<file path="src/sbmd_pkg.sv">
// Package for the single-button mode dimmer.
// Holds register indexes, reset values and the config/result structs.
// No dependencies.
`default_nettype none

package sbmd_pkg;

  localparam int unsigned TimeBitsDef = 32;
  localparam int unsigned CfgIdxW     = 3;
  localparam int unsigned CfgDataW    = 16;
  localparam int unsigned ElapsedW    = 32;
  localparam int unsigned InDataW     = 8;
  localparam int unsigned OutDataW    = 48;

  typedef enum logic [CfgIdxW-1:0] {
    CfgTickStep    = 3'd0,
    CfgDebounce    = 3'd1,
    CfgLongPress   = 3'd2,
    CfgBlinkWindow = 3'd3,
    CfgMinLevel    = 3'd4,
    CfgMaxLevel    = 3'd5,
    CfgModeCount   = 3'd6,
    CfgStartLevel  = 3'd7
  } cfg_idx_e;

  localparam logic [9:0]  TickStepRst    = 10'd32;
  localparam logic [15:0] DebounceRst    = 16'd100;
  localparam logic [15:0] LongPressRst   = 16'd3000;
  localparam logic [15:0] BlinkWindowRst = 16'd50;
  localparam logic [7:0]  MinLevelRst    = 8'd30;
  localparam logic [7:0]  MaxLevelRst    = 8'd127;
  localparam logic [3:0]  ModeCountRst   = 4'd5;
  localparam logic [7:0]  StartLevelRst  = 8'd64;

  typedef struct packed {
    logic [9:0]  tick_step_ms;
    logic [15:0] debounce_ms;
    logic [15:0] long_press_ms;
    logic [15:0] blink_window_ms;
    logic [7:0]  min_level;
    logic [7:0]  max_level;
    logic [3:0]  mode_count;
  } cfg_t;

  typedef struct packed {
    logic                save_level;
    logic                save_mode;
    logic                blank_panel;
    logic [ElapsedW-1:0] mode_elapsed_ms;
    logic [7:0]          level;
    logic [2:0]          mode_index;
  } res_t;

endpackage

`default_nettype wire

</file>
<file path="src/sbmd_core.sv">
// Tick logic of the single-button mode dimmer: clock, debounce, press
// timing, mode stepping and brightness ramp. Uses sbmd_pkg.
`default_nettype none

module sbmd_core #(
  parameter int unsigned TIME_BITS = sbmd_pkg::TimeBitsDef
) (
  input  wire logic          clk_i,
  input  wire logic          rst_ni,
  input  wire logic          tick_i,
  input  wire logic          button_down_i,
  input  wire sbmd_pkg::cfg_t cfg_i,
  output sbmd_pkg::res_t     res_o
);
  import sbmd_pkg::*;

  localparam int unsigned CmpW = (TIME_BITS > 17) ? TIME_BITS : 17;
  localparam int unsigned ExtW = (TIME_BITS > ElapsedW) ? TIME_BITS : ElapsedW;

  logic [TIME_BITS-1:0] clock_q, clock_d;
  logic [TIME_BITS-1:0] last_change_q, last_change_d;
  logic [TIME_BITS-1:0] last_press_q, last_press_d;
  logic [TIME_BITS-1:0] mode_start_q, mode_start_d;
  logic                 acc_q, acc_d;
  logic [2:0]           mode_q, mode_d;
  logic [7:0]           level_q, level_d;
  logic                 ramp_up_q, ramp_up_d;

  logic [TIME_BITS-1:0] since_press;
  logic [TIME_BITS-1:0] since_change;
  logic [TIME_BITS-1:0] elapsed;
  logic [16:0]          blink_lim;
  logic [3:0]           mode_inc;
  logic [7:0]           level_step;
  logic                 change;
  logic                 ramping;
  logic                 reverse;
  logic                 blank;
  logic                 save_mode;
  logic                 save_level;

  always_comb begin
    clock_d       = clock_q + TIME_BITS'(cfg_i.tick_step_ms);
    since_press   = clock_d - last_press_q;
    since_change  = clock_d - last_change_q;
    blink_lim     = {1'b0, cfg_i.long_press_ms} + {1'b0, cfg_i.blink_window_ms};
    mode_inc      = {1'b0, mode_q} + 4'd1;
    change        = (button_down_i != acc_q) &&
                    (CmpW'(since_change) > CmpW'(cfg_i.debounce_ms));

    last_change_d = last_change_q;
    last_press_d  = last_press_q;
    mode_start_d  = mode_start_q;
    acc_d         = acc_q;
    mode_d        = mode_q;
    level_d       = level_q;
    ramp_up_d     = ramp_up_q;
    blank         = 1'b0;
    save_mode     = 1'b0;
    save_level    = 1'b0;

    if (change) begin
      last_change_d = clock_d;
      acc_d         = button_down_i;
      if (button_down_i) begin
        last_press_d = clock_d;
      end else if (CmpW'(since_press) < CmpW'(cfg_i.long_press_ms)) begin
        mode_d       = (mode_inc >= cfg_i.mode_count) ? 3'd0 : mode_inc[2:0];
        mode_start_d = clock_d;
        blank        = 1'b1;
        save_mode    = 1'b1;
      end else begin
        save_level = 1'b1;
      end
    end

    ramping    = acc_d && (CmpW'(since_press) > CmpW'(cfg_i.long_press_ms));
    level_step = ramp_up_q ? level_q + 8'd1 : level_q - 8'd1;
    reverse    = (level_step <= cfg_i.min_level) || (level_step >= cfg_i.max_level);
    if (ramping) begin
      level_d = level_step;
      if (CmpW'(since_press) <= CmpW'(blink_lim)) begin
        blank = 1'b1;
      end
      if (reverse) begin
        ramp_up_d = ~ramp_up_q;
        blank     = 1'b1;
      end
    end

    elapsed                = clock_d - mode_start_d;
    res_o.mode_index       = mode_d;
    res_o.level            = level_d;
    res_o.mode_elapsed_ms  = ElapsedW'(ExtW'(elapsed));
    res_o.blank_panel      = blank;
    res_o.save_mode        = save_mode;
    res_o.save_level       = save_level;
  end

  always_ff @(posedge clk_i or negedge rst_ni) begin
    if (!rst_ni) begin
      clock_q       <= '0;
      last_change_q <= '0;
      last_press_q  <= '0;
      mode_start_q  <= '0;
      acc_q         <= 1'b0;
      mode_q        <= '0;
      level_q       <= StartLevelRst;
      ramp_up_q     <= 1'b0;
    end else if (tick_i) begin
      clock_q       <= clock_d;
      last_change_q <= last_change_d;
      last_press_q  <= last_press_d;
      mode_start_q  <= mode_start_d;
      acc_q         <= acc_d;
      mode_q        <= mode_d;
      level_q       <= level_d;
      ramp_up_q     <= ramp_up_d;
    end
  end

endmodule

`default_nettype wire

</file>
<file path="src/single_button_mode_dimmer.sv">
// Single-button mode dimmer: one frame tick in, one result out.
// The result is registered and valid in the cycle after the tick transfer.
// Throughput: one tick per cycle unless m_axis_tready stalls a full output register; it refills in the cycle it drains.
// The whole tick update is one pass of sbmd_core logic into the output register.
// Reset: clock and timestamps zero, button released, mode 0, level 64, ramping down,
// configuration back to its defaults; start_level writes are taken and dropped.
`default_nettype none

module single_button_mode_dimmer #(
  parameter int unsigned TIME_BITS = sbmd_pkg::TimeBitsDef
) (
  input  wire logic                            clk_i,
  input  wire logic                            rst_ni,
  input  wire logic                            cfg_we_i,
  input  wire logic [sbmd_pkg::CfgIdxW-1:0]    cfg_index_i,
  input  wire logic [sbmd_pkg::CfgDataW-1:0]   cfg_data_i,
  input  wire logic                            s_axis_tvalid,
  output      logic                            s_axis_tready,
  // [0] button_down, [7:1] zero
  input  wire logic [sbmd_pkg::InDataW-1:0]    s_axis_tdata,
  output      logic                            m_axis_tvalid,
  input  wire logic                            m_axis_tready,
  // [2:0] mode_index, [10:3] level, [42:11] mode_elapsed_ms, [43] blank_panel,
  // [44] save_mode, [45] save_level, [47:46] zero
  output      logic [sbmd_pkg::OutDataW-1:0]   m_axis_tdata
);
  import sbmd_pkg::*;

  cfg_t cfg_q;
  res_t res;
  res_t res_q;
  logic out_valid_q;
  logic tick;

  assign s_axis_tready = !out_valid_q || m_axis_tready;
  assign tick          = s_axis_tvalid && s_axis_tready;
  assign m_axis_tvalid = out_valid_q;
  assign m_axis_tdata  = {{(OutDataW - $bits(res_t)){1'b0}}, res_q};

  always_ff @(posedge clk_i or negedge rst_ni) begin
    if (!rst_ni) begin
      cfg_q.tick_step_ms    <= TickStepRst;
      cfg_q.debounce_ms     <= DebounceRst;
      cfg_q.long_press_ms   <= LongPressRst;
      cfg_q.blink_window_ms <= BlinkWindowRst;
      cfg_q.min_level       <= MinLevelRst;
      cfg_q.max_level       <= MaxLevelRst;
      cfg_q.mode_count      <= ModeCountRst;
    end else if (cfg_we_i) begin
      case (cfg_idx_e'(cfg_index_i))
        CfgTickStep:    cfg_q.tick_step_ms    <= cfg_data_i[9:0];
        CfgDebounce:    cfg_q.debounce_ms     <= cfg_data_i;
        CfgLongPress:   cfg_q.long_press_ms   <= cfg_data_i;
        CfgBlinkWindow: cfg_q.blink_window_ms <= cfg_data_i;
        CfgMinLevel:    cfg_q.min_level       <= cfg_data_i[7:0];
        CfgMaxLevel:    cfg_q.max_level       <= cfg_data_i[7:0];
        CfgModeCount:   cfg_q.mode_count      <= cfg_data_i[3:0];
        CfgStartLevel:  ;
        default:        ;
      endcase
    end
  end

  sbmd_core #(
    .TIME_BITS (TIME_BITS)
  ) u_core (
    .clk_i         (clk_i),
    .rst_ni        (rst_ni),
    .tick_i        (tick),
    .button_down_i (s_axis_tdata[0]),
    .cfg_i         (cfg_q),
    .res_o         (res)
  );

  always_ff @(posedge clk_i or negedge rst_ni) begin
    if (!rst_ni) begin
      out_valid_q <= 1'b0;
    end else if (s_axis_tready) begin
      out_valid_q <= s_axis_tvalid;
    end
  end

  always_ff @(posedge clk_i) begin
    if (tick) begin
      res_q <= res;
    end
  end

  property p_tick_gives_result;
    @(posedge clk_i) disable iff (!rst_ni) tick |=> m_axis_tvalid;
  endproperty
  a_tick_gives_result : assert property (p_tick_gives_result)
    else $error("tick transfer produced no result");

  property p_single_save;
    @(posedge clk_i) disable iff (!rst_ni)
      m_axis_tvalid |-> !(res_q.save_mode && res_q.save_level);
  endproperty
  a_single_save : assert property (p_single_save)
    else $error("mode and level saves requested together");

  property p_save_mode_blanks;
    @(posedge clk_i) disable iff (!rst_ni)
      (m_axis_tvalid && res_q.save_mode) |-> res_q.blank_panel;
  endproperty
  a_save_mode_blanks : assert property (p_save_mode_blanks)
    else $error("mode change without panel blank");

endmodule

`default_nettype wire
</file>
<file path="config.mk">
export PLATFORM = sky130hd
export DESIGN_NAME = single_button_mode_dimmer
export DESIGN_NICKNAME = d
export VERILOG_FILES = /design/src/sbmd_pkg.sv /design/src/sbmd_core.sv /design/src/single_button_mode_dimmer.sv
export SDC_FILE = /design/constraint.sdc
export NUM_CORES = 1
export LEC_CHECK = 0
export ABC_CLOCK_PERIOD_IN_PS = 8900
export BUFFER_PORTS_ARGS = -buffer_cell sky130_fd_sc_hd__buf_4
export CAP_MARGIN = 10
export CORE_ASPECT_RATIO = 1.2
export CORE_MARGIN = 4
export CORE_UTILIZATION = 57
export CTS_CLUSTER_DIAMETER = 200
export CTS_CLUSTER_SIZE = 30
export DETAILED_ROUTE_END_ITERATION = 16
export GPL_TIMING_DRIVEN = 1
export HOLD_SLACK_MARGIN = 0.15
export PLACE_DENSITY_LB_ADDON = 0.2
export SLEW_MARGIN = 0
export SYNTH_ARGS = -nofsm -noshare
export SYNTH_HDL_FRONTEND = slang
export SYNTH_HIERARCHICAL = 1
export SYNTH_SLANG_ARGS = --single-unit
</file>
<file path="constraint.sdc">
create_clock -name clk_i -period 8.9 [get_ports clk_i]
set_input_delay 1.78 -clock clk_i [delete_from_list [all_inputs] [get_ports clk_i]]
set_output_delay 1.78 -clock clk_i [all_outputs]
set_load 0.02 [all_outputs]
</file>
==> impl_results.md <==
* Instance count of the mapped netlist at 1,919
* Area share of the largest cell type after synthesis at 24.9%
* CTS Buffer Depth at 3
* Initial standard-cell utilization of the core at 58.0%
* Area of all placed cells without fillers at 22,400 µm²
* Most used flip-flop cell after synthesis: sky130_fd_sc_hd__dfrtp_1
* Standard-cell rows at 73
* Layout cell share with drive strength beyond 1 at 26.0%
* Kind of start point of the critical path: flop
* Timing-limited maximum frequency at 111 MHz
* Beginning of the critical path: u_core/clock_q[0]$_DFFE_PN0P_
* Total Neg Setup Slack at -0.407 ns
* First-pass detailed-route iteration total at 5
* Pin slew with the least headroom to its limit at 1.10 ns
* Vert. Die Dim at 210 µm
* WP data arrival at 9.30 ns
* Clock insertion delay at the later pin of the skew report at 0.50 ns
* Critical path start-end classification: reg -> reg
* Detail-routed net length per standard cell at 18.1 µm
* Pin count of the biggest net entering global routing at 84
* Average cell area after synthesis at 10.1 µm²
* Reg-to-reg endpoint: m_axis_tdata[41]$_DFFE_PP_
* Number of DRC violations after detailed-routing iteration 0 at 715
* Die ar. at 36,900 µm²
* Cell with the largest stage delay on the worst path: sky130_fd_sc_hd__or4_4
* Antenna diode instance count at 0
* Sequential element share of the synthesized area at 35.9%
* Clock edge transition at the registers on the reported setup and hold paths at 0.12 ns
* Element type at the critical path end: flop
* Final-report max-slew violation count at 0
* Number of maximum-capacitance constraint violations at 0
* Number of nets still failing antenna checks after routing at 0
* Clk_skew at 0.0230 ns
* Worst hold path stage count at 1
* TritonCTS clock tree: yes
* Critical Path Fanout Max at 3
* Share of the clock period used by the worst path after layout at 102%
* Post-synthesis cell type with the largest combined area: sky130_fd_sc_hd__dfrtp_1
* Worst hold margin at 0.500 ns
* Count of pins on the block boundary at 82
* Run status: complete, but fails checks
* Stage delay of the slowest cell on the critical path at 0.50 ns
* Total of flip-flops plus latches after synthesis at 266
* Failing checks: setup timing
* Sinks on the clock net at 266
* Wire length of the first global-routing pass at 76.7 mm
* Number of cell instances on the worst register-to-register path at 44
* IO Port Bufs at 72
* Final RePlAce weighted congestion at 0.929
* Type of the most critical hold path: reg -> reg
* Core area at 33,200 µm²
* Launching point of the worst reg2reg path: u_core/clock_q[0]$_DFFE_PN0P_
* Slack of the worst reg-to-reg path at -0.14 ns
* Synth warnings at 6
* Ranking of synthesized cells by instance count: sky130_fd_sc_hd__ha_1, sky130_fd_sc_hd__dfrtp_1, sky130_fd_sc_hd__inv_1
* Post-DP HPWL at 36.5 mm
* Buffer cell driving the clock tree root: sky130_fd_sc_hd__clkbuf_16
* Number of buffers created by CTS at 12
* Count of flip-flops with a built-in enable after synthesis at 46
* Die boundary width at 176 µm
* Post-detailed-route DRC marker count at 0
* Pre-CTS worst setup slack at -0.588 ns
* Clock period minus final worst setup slack at 9.04 ns
* RSZ-0062 raised after global routing: true
* Worst setup path end: m_axis_tdata[41]$_DFFE_PP_
* Htree depth at 1
* Via count of the first global-routing pass at 15.5k
* Final routed wirelength across all metal layers at 47.3 mm
* Area post-placement at 21,500 µm²
* Required time of the critical path at 9.15 ns
* Share of flip-flops with an asynchronous set or reset after synthesis at 82.7%
* Setup ws final at -0.144 ns
* Number of endpoints failing setup at the final stage at 5
* Number of nets in the final layout at 2,394
* Fin. Hold Viols at 0
* Worst slew margin relative to its limit at 26.6%
* Cell with the most instances after synthesis: sky130_fd_sc_hd__ha_1
* Number of antenna violations at the first check in global routing at 1
* Total track usage at 25.3%
* Via Count at 15.2k
* Synth cell types at 91
* Syn-to-layout area delta at 16.3%
* Detailed-route vias per instance at 5.81
* Sum of overflow across all layers after global routing at 0
* Ranking of synthesized cells by area: sky130_fd_sc_hd__dfrtp_1, sky130_fd_sc_hd__ha_1, sky130_fd_sc_hd__edfxtp_1
* Cell area after synthesis at 19,300 µm²
through the flow:
step | instances | util, %
CTS | 2608 | 66.7
global route | 2617 | 67.5
floorplan | 1920 | -
finish | 2617 | 67.5
global placement | 2575 | 64.7
detailed placement | 2575 | 64.7
critical path: cells and delay by family (launching register included):
family / cells / cell delay (ns)
buffers and inverters: 2 / 0.18
flip-flops: 1 / 0.37
multiplexers: 1 / 0.32
adder cells (fa/ha/maj): 6 / 1.70
AND/OR/NAND/NOR: 13 / 2.28
XOR/XNOR: 3 / 0.59
AO/OA/AOI/OAI: 19 / 3.35
final cells by class:
type                    instances  area [µm²]
multi-input cells            1436       11800
fillers                      2756       10800
flip-flops and latches        266        6920
repair buffers                285        2200
inverters                     160         601
well taps                     450         563
clock buffers                  19         348
clock inverters                 1        30.0
logic make-up after synthesis:
logic type / count (synthesis) / synth area share [%]
xor gates and xnor gates: 136 / 6.25
DFF: 266 / 35.9
other: 1 / 0.0194
AOI/OAI and AO/OA: 431 / 15.0
buffers and inverters: 218 / 4.93
and+or+nand+nor: 452 / 11.9
adders and majority gates: 201 / 13.3
muxes: 214 / 12.8
cells in the final DEF (no fill, tap or decap), types with 6 or more instances in the layout:
cell type                   count
sky130_fd_sc_hd__clkbuf_16     13
sky130_fd_sc_hd__xor2_1        42
sky130_fd_sc_hd__nand4_1       30
sky130_fd_sc_hd__nand3_1       46
sky130_fd_sc_hd__nor2b_1       28
sky130_fd_sc_hd__nand2b_1      22
sky130_fd_sc_hd__and3_1        20
sky130_fd_sc_hd__mux2i_1       38
sky130_fd_sc_hd__mux2_2       121
sky130_fd_sc_hd__o21ai_0       63
sky130_fd_sc_hd__and4_1         6
sky130_fd_sc_hd__clkbuf_1       6
sky130_fd_sc_hd__ha_1         192
sky130_fd_sc_hd__a21oi_1      124
sky130_fd_sc_hd__nor3_1        25
sky130_fd_sc_hd__o21a_1        30
sky130_fd_sc_hd__o21ai_2        9
sky130_fd_sc_hd__and2_1        10
sky130_fd_sc_hd__a211oi_1       9
sky130_fd_sc_hd__a21o_1        50
sky130_fd_sc_hd__o211ai_1      11
sky130_fd_sc_hd__nand2_1      102
sky130_fd_sc_hd__mux2_1        28
sky130_fd_sc_hd__a31oi_1       14
sky130_fd_sc_hd__buf_4        280
sky130_fd_sc_hd__o21bai_1      14
sky130_fd_sc_hd__edfxtp_1      46
sky130_fd_sc_hd__inv_1        159
sky130_fd_sc_hd__nor2_1       115
sky130_fd_sc_hd__dfstp_2       28
sky130_fd_sc_hd__mux2_4        27
sky130_fd_sc_hd__dfrtp_1      192
sky130_fd_sc_hd__a21oi_2       12
sky130_fd_sc_hd__xnor2_1       87
sequential cells by signal (all words and copies together) (netlist names), 3 cells and up:
signal,flops
u_core/clock_q,32
u_core/level_q,8
u_core/last_press_q,32
u_core/last_change_q,32
cfg_q,78
u_core/mode_q,3
m_axis_tdata,46
u_core/mode_start_q,32
routing by layer:
| layer | share of wire [%] | track usage (%) | routed length [µm] | up-vias |
|---|---|---|---|---|
| met3 | 3.2 | 2.56 | 1500 | 113 |
| met1 | 40 | 30.0 | 19000 | 7440 |
| li1 | - | - | - | 7381 |
| met2 | 52 | 46.3 | 24500 | 276 |
| met4 | 4.7 | 10.8 | 2220 | 2 |
| met5 | 0.028 | 0 | 13 | - |
how the worst min path moves through the flow:
stage               slack (ns)                                  end                                start
finish                    0.50  u_core/mode_start_q[21]$_DFFE_PN0P_  u_core/mode_start_q[21]$_DFFE_PN0P_
detailed placement        0.47  u_core/mode_start_q[27]$_DFFE_PN0P_  u_core/mode_start_q[27]$_DFFE_PN0P_
global route              0.53   u_core/mode_start_q[4]$_DFFE_PN0P_   u_core/mode_start_q[4]$_DFFE_PN0P_
global placement          0.47   u_core/mode_start_q[0]$_DFFE_PN0P_   u_core/mode_start_q[0]$_DFFE_PN0P_
floorplan                 0.45   u_core/mode_start_q[0]$_DFFE_PN0P_   u_core/mode_start_q[0]$_DFFE_PN0P_
CTS                       0.50  u_core/mode_start_q[27]$_DFFE_PN0P_  u_core/mode_start_q[27]$_DFFE_PN0P_
timing repair:
action,in CTS,in global routing
setup buffers,12,11
gates resized for setup,44,40
endpoints found under the setup margin,17,21
hold buffers,0,0
gates cloned,1,0
pin swaps,32,23
Power is left out: the tool's default activity adds up to more than one toggle a clock period on the data nets, which glitch-free logic cannot reach.
